==> config.mk <==
export PLATFORM = sky130hd
export DESIGN_NAME = sst_cell
export DESIGN_NICKNAME = d
export VERILOG_FILES = /design/src/rtl/core/sst_pkg.sv /design/src/rtl/core/sst_cell.sv
export SDC_FILE = /design/constraint.sdc
export NUM_CORES = 2
export LEC_CHECK = 0
export BUFFER_PORTS_ARGS = -buffer_cell sky130_fd_sc_hd__buf_2
export CAP_MARGIN = 40
export CORE_ASPECT_RATIO = 0.5
export CORE_MARGIN = 8
export CORE_UTILIZATION = 45
export CTS_CLUSTER_DIAMETER = 150
export CTS_CLUSTER_SIZE = 25
export DETAILED_ROUTE_END_ITERATION = 8
export PLACE_DENSITY = 0.66
export RECOVER_POWER = 100
export SYNTH_ARGS = -nofsm -noshare
export SYNTH_HDL_FRONTEND = slang
export SYNTH_SLANG_ARGS = --single-unit
==> constraint.sdc <==
create_clock -name clk -period 72.5 [get_ports clk]
set_clock_uncertainty 0.2 [all_clocks]
set_input_delay 14.5 -clock clk [delete_from_list [all_inputs] [get_ports clk]]
set_output_delay 14.5 -clock clk [all_outputs]
set_load 0.005 [all_outputs]
==> src/rtl/core/sst_pkg.sv <==
// ----------------------------------------------------------------------------
// sst_pkg: shared types and constants for the star stencil accumulator
// Beat layouts of both channels, the tag that rides the cell chain, register
// indexes and reset values of the configuration registers.
// ----------------------------------------------------------------------------
`default_nettype none

package sst_pkg;

  // Q16.16 data path
  localparam int DATA_W    = 32;
  localparam int FRAC_BITS = 16;
  localparam int PROD_W    = 2 * DATA_W - FRAC_BITS;

  // field widths
  localparam int SLOT_W    = 4;
  localparam int COL_OUT_W = 10;
  localparam int ROW_W     = 12;

  // configuration register widths
  localparam int GW_W = 11;
  localparam int FC_W = 10;
  localparam int EC_W = 11;
  localparam int FR_W = 12;
  localparam int ER_W = 13;

  localparam int CFG_IDX_W  = 3;
  localparam int CFG_DATA_W = 13;

  // register indexes
  localparam logic [CFG_IDX_W-1:0] REG_GRID_WIDTH = 3'd0;
  localparam logic [CFG_IDX_W-1:0] REG_FIRST_COL  = 3'd1;
  localparam logic [CFG_IDX_W-1:0] REG_END_COL    = 3'd2;
  localparam logic [CFG_IDX_W-1:0] REG_FIRST_ROW  = 3'd3;
  localparam logic [CFG_IDX_W-1:0] REG_END_ROW    = 3'd4;

  // register reset values
  localparam logic [GW_W-1:0] GW_RST = 11'd1024;
  localparam logic [FC_W-1:0] FC_RST = 10'd2;
  localparam logic [EC_W-1:0] EC_RST = 11'd1022;
  localparam logic [FR_W-1:0] FR_RST = 12'd2;
  localparam logic [ER_W-1:0] ER_RST = 13'd4094;

  // opcodes
  localparam logic OP_WEIGHT = 1'b0;
  localparam logic OP_SAMPLE = 1'b1;

  typedef struct packed {
    logic                     opcode;
    logic [SLOT_W-1:0]        weight_slot;
    logic signed [DATA_W-1:0] weight_value;
    logic signed [DATA_W-1:0] sample;
    logic signed [DATA_W-1:0] prior_out;
  } sst_in_t;

  typedef struct packed {
    logic signed [DATA_W-1:0] out_value;
    logic [COL_OUT_W-1:0]     out_col;
    logic [ROW_W-1:0]         out_row;
    logic                     clipped;
  } sst_out_t;

  // per-beat control carried along the cell chain
  typedef struct packed {
    logic                     load;
    logic [SLOT_W-1:0]        slot;
    logic signed [DATA_W-1:0] wval;
    logic                     emit;
    logic [COL_OUT_W-1:0]     col;
    logic [ROW_W-1:0]         row;
  } sst_tag_t;

endpackage

`default_nettype wire

==> src/rtl/core/sst_cell.sv <==
// ----------------------------------------------------------------------------
// sst_cell: one multiply-accumulate cell of the stencil chain
// Holds one weight, multiplies its operand of the passing beat, and adds the
// product of the cell before it to the running sum.
// ----------------------------------------------------------------------------
`default_nettype none

module sst_cell #(
  parameter int IDX = 0,
  parameter int NW = 9,
  parameter int SUM_W = 52
) (
  input  logic                                  clk,
  input  logic                                  rst_n,
  input  logic                                  up_valid,
  output logic                                  up_stall,
  input  sst_pkg::sst_tag_t                     up_tag,
  input  logic [NW-1:0][sst_pkg::DATA_W-1:0]    up_ops,
  input  logic signed [SUM_W-1:0]               up_sum,
  input  logic signed [sst_pkg::PROD_W-1:0]     up_prod,
  output logic                                  dn_valid,
  input  logic                                  dn_stall,
  output sst_pkg::sst_tag_t                     dn_tag,
  output logic [NW-1:0][sst_pkg::DATA_W-1:0]    dn_ops,
  output logic signed [SUM_W-1:0]               dn_sum,
  output logic signed [sst_pkg::PROD_W-1:0]     dn_prod
);

  import sst_pkg::*;

  logic                         v_r;
  sst_tag_t                     tag_r;
  logic [NW-1:0][DATA_W-1:0]    ops_r;
  logic signed [SUM_W-1:0]      sum_r;
  logic signed [PROD_W-1:0]     prod_r;
  logic signed [DATA_W-1:0]     w_r;
  logic                         adv;
  logic                         hit;
  logic signed [2*DATA_W-1:0]   full;

  assign adv      = !v_r || !dn_stall;
  assign up_stall = !adv;
  assign hit      = up_tag.load && (32'(up_tag.slot) == IDX);

  // exact product; floor shift is the upper bits
  assign full = $signed(w_r) * $signed(up_ops[IDX]);

  // valid and weight
  always_ff @(posedge clk) begin
    if (!rst_n) begin
      v_r <= 1'b0;
      w_r <= '0;
    end else begin
      if (adv) begin
        v_r <= up_valid;
      end
      if (up_valid && adv && hit) begin
        w_r <= up_tag.wval;
      end
    end
  end

  // advance the beat
  always_ff @(posedge clk) begin
    if (up_valid && adv) begin
      tag_r  <= up_tag;
      ops_r  <= up_ops;
      sum_r  <= up_sum + SUM_W'(up_prod);
      prod_r <= full[2*DATA_W-1:FRAC_BITS];
    end
  end

  assign dn_valid = v_r;
  assign dn_tag   = tag_r;
  assign dn_ops   = ops_r;
  assign dn_sum   = sum_r;
  assign dn_prod  = prod_r;

endmodule

`default_nettype wire

==> summary by stage <==
Synthesis
The mean cell area of the mapped netlist is approximately 11 sq um. In this run, synthesis produced a sequential element count of 481. Counting every net in the synthesized netlist gives 6414.

In the synthesized netlist the async set-or-reset flop fraction comes to 0. The number of cells produced by synthesis is ~4600. Of the synthesized area, sequential elements account for 0.269. The most used flip-flop cell after synthesis is edfxtp_1. After synthesis, the netlist uses 71 different library cells. In this run, synthesis inferred 448 flip-flops with an integrated enable. The post-synthesis instance area is roughly 53000 sq um.

The count of synthesis-stage warnings from yosys is 0.

GRT
Entering global routing, the biggest net connects about 120 pins. The global-route wire length before repair is 276000 um. The overflow left after global routing is 0.

The via count of the first global-routing pass is roughly 40000. The combined global-route utilization of all metal layers is 0.291. The number of antenna violations at the first check in global routing is 64.

Power
The share of total power dissipated in sequential elements is 0.513. The reported leakage power is about 27 nW. The maximum vdd ir drop is 18.5 uV. Internal power comes to 0.000448 W.

The ratio of total power to cell area is about 11 nW/um^2. In this run the power spent charging and discharging nets is 0.000213 W. The fraction of power spent switching nets is 0.322. The part of the power in combinational logic is 0.250. The share of total power dissipated in the clock network is 0.237. The total power is about 0.00066 W.

Floorplanning
The floorplan step defined a core boundary enclosing between 100000 and 150000 sq um. The I/O pin count is 902. The effective utilization at floorplan is 0.455. The vertical die dimension is 258 um. The width of the chip is between 400 and 500 um. The number of core rows is between 80 and 90. The die footprint is between 100000 and 150000 sq um.

Critical path
The startpoint of the most critical setup path is dn_stall. STA classifies the critical path endpoint as an output port. At the worst endpoint, the required time is about 58 ns. Data on the critical path arrives at its endpoint at around 15 ns. The worst setup path is launched from an input pin. The count of cells along the worst register-to-register path is 5. Of all nets on the critical path, the largest fanout is 3.

The startpoint-to-endpoint class of the critical path is in -> out. The startpoint identified for the worst register-to-register timing path is dn_valid.

STA
The max-slew violation count is about 1400. Static timing analysis puts the maximum clock frequency at roughly 34 MHz. The tightest slew margin relative to the limit is -4.23. For the pin with the worst max-slew slack, the measured transition is about 7.8 ns.

Setup violations remaining at the end of the flow were counted as 0. The portion of the clock cycle consumed by the worst path in the final layout is 0.409. Setup repair after global routing left no endpoint under its margin.

The minimum clock period is 29.65 ns. The summed negative setup slack over all endpoints is 0 ns. The final worst hold slack is between 0.2 and 0.3 ns. The hold violation count in the final report is 0.

Route
The via count of the routed design is 37300. The detail-routed via count per cell is 5.34. Dividing the detail-routed wire length by the instance count gives ~27 um.

In this run the remaining antenna-violating nets after routing total 0. The initial DRC count is 2528. The final layout contains routed wiring with a total length of roughly 190000 um.

The pre-antenna-repair detailed-routing pass consisted of 6 iterations. In the routed design, unresolved DRC markers number 0.

Layout
Summing all multi-input logic gate instances after layout gives 33900 sq um. The relative area change from synthesis to final layout is 11.8%. Leaving out fill and tap cells, the most frequent cells in the layout are 1082 x fa_1, 943 x inv_1, 588 x nand2_1.

Across the whole layout, storage elements account for ~14000 sq um. After filler insertion, the fill cell instance count of the layout stands at about 10000. The most frequent standard cell in the layout excluding fill and tap cells is fa_1. The net count of the finished layout is 7192. In the final layout, the share of cells above drive strength 1 is 0.0893. The number of standard cells in the final layout excluding fillers is around 7000.

Flow run
The max-capacitance violation count is 35.

Place
Summed over all nets, the half-perimeter wirelength after detailed placement is between 150000 and 200000 um. The routability-driven placement congestion ratio is between 0.9 and 1. The number of buffer cells added on primary ports is 901. In this run, placement finished with an instance count of about 6900.

Clock tree
For this design, the CTS-stage hold fixing added 0 buffers. The CTS tree is done. After clock tree synthesis, the clock-pin slew on the worst setup and hold paths is approximately 0.1 ns. The number of sinks driven by the clock tree is about 480. The maximum count of clock buffers along a single path is 3.

In this run the number of H-tree levels came out at 1. The root buffer cell chosen for the clock tree is clkbuf_16. The number of buffers created by CTS is 23. Gates resized during post-CTS repair numbered 0. In this run the post-CTS setup repair buffer count came out at 0.

At the later pin of the worst-skew pair, clock insertion delay measures between 0.6 and 0.7 ns.

Status
The flow ran to the end, but the final reports show violations. The checks that failed: max-capacitance violations, max-slew violations.

Hold path
Along the worst hold path, the cell count comes to 2. The worst hold-check path type is reg -> reg. The start point of the worst hold path is w_r[29].
## synthesized netlist by cell type, types with 19 or more instances
cell type  instances  area share
fa_1            1082        0.41
inv_1            943       0.067
nand2_1          588       0.042
and2_1           516       0.061
edfxtp_1         448        0.26
ha_1             231       0.055
clkbuf_1         210       0.015
a21oi_1           75      0.0071
xnor2_1           70       0.012
nor2_1            68      0.0049
a21o_1            60      0.0086
a21boi_0          35      0.0050
o21ai_0           35      0.0033
xor2_1            35      0.0058
dfxtp_1           33       0.013
nand2b_1          20      0.0024
nand3_1           19      0.0018
## per-layer routing
metal	share of wire	up-vias	GRT usage
met5	0.00023	-	0
met4	0.042	6	0.0937
met3	0.069	456	0.0459
met2	0.49	1687	0.505
met1	0.40	19500	0.377
li1	-	15600	-
## power by group through the flow
stage,Combinational [W],Clock (W),Sequential [W]
global route,0.000181,0.000170,0.000341
detailed placement,0.000172,0,0.000343
finish,0.000165,0.000157,0.000339
floorplan,0.0000846,0,0.000354
CTS,0.000174,0.000163,0.000337
global placement,0.000169,0,0.000343
## worst paths after layout
| kind | endpoint | slack (ns) |
|---|---|---|
| max | up_stall | 42.85 |
| max reg2reg | dn_ops[279] | 58.68 |
| min | w_r[29] | 0.28 |
| min reg2reg | w_r[29] | 0.28 |
## logic make-up after synthesis
group,Yosys count,share of synthesized area
AOI/OAI and AO/OA,316,0.0423
adders and majority gates,1313,0.468
and+or+nand+nor,1279,0.121
buffers and inverters,1155,0.0826
DFF,481,0.269
xor gates and xnor gates,105,0.0175
## critical path, stage by stage
cell and delay (ns):
buf_2 0.07, and2_0 0.21, clkbuf_1 0.16
## state kept, by name, indices dropped and copies added, names as in the netlist
register,count
dn_sum,52
dn_ops,288
dn_valid,1
w_r,32
dn_prod,48
dn_tag,60
## stage by stage
| step | cell area [sq um] | utilization | worst slack (ns) |
|---|---|---|---|
| global route | 58700 | 0.508 | 42.78 |
| floorplan | 52500 | - | 34.40 |
| detailed placement | 58900 | 0.510 | 42.86 |
| global placement | 58500 | 0.507 | 42.84 |
| CTS | 59600 | 0.516 | 42.85 |
| finish | 58700 | 0.508 | 42.85 |
## layout make-up
cell class	instances	area share
sequential	481	0.241
inverter	943	0.0603
multi-input combinational	3013	0.578
antenna	12	0.000512
timing repair buffer	965	0.0769
clock buffer	27	0.0101
clock inverter	3	0.000767
tap	1530	0.0326
Power figures use the tool's default switching activity.
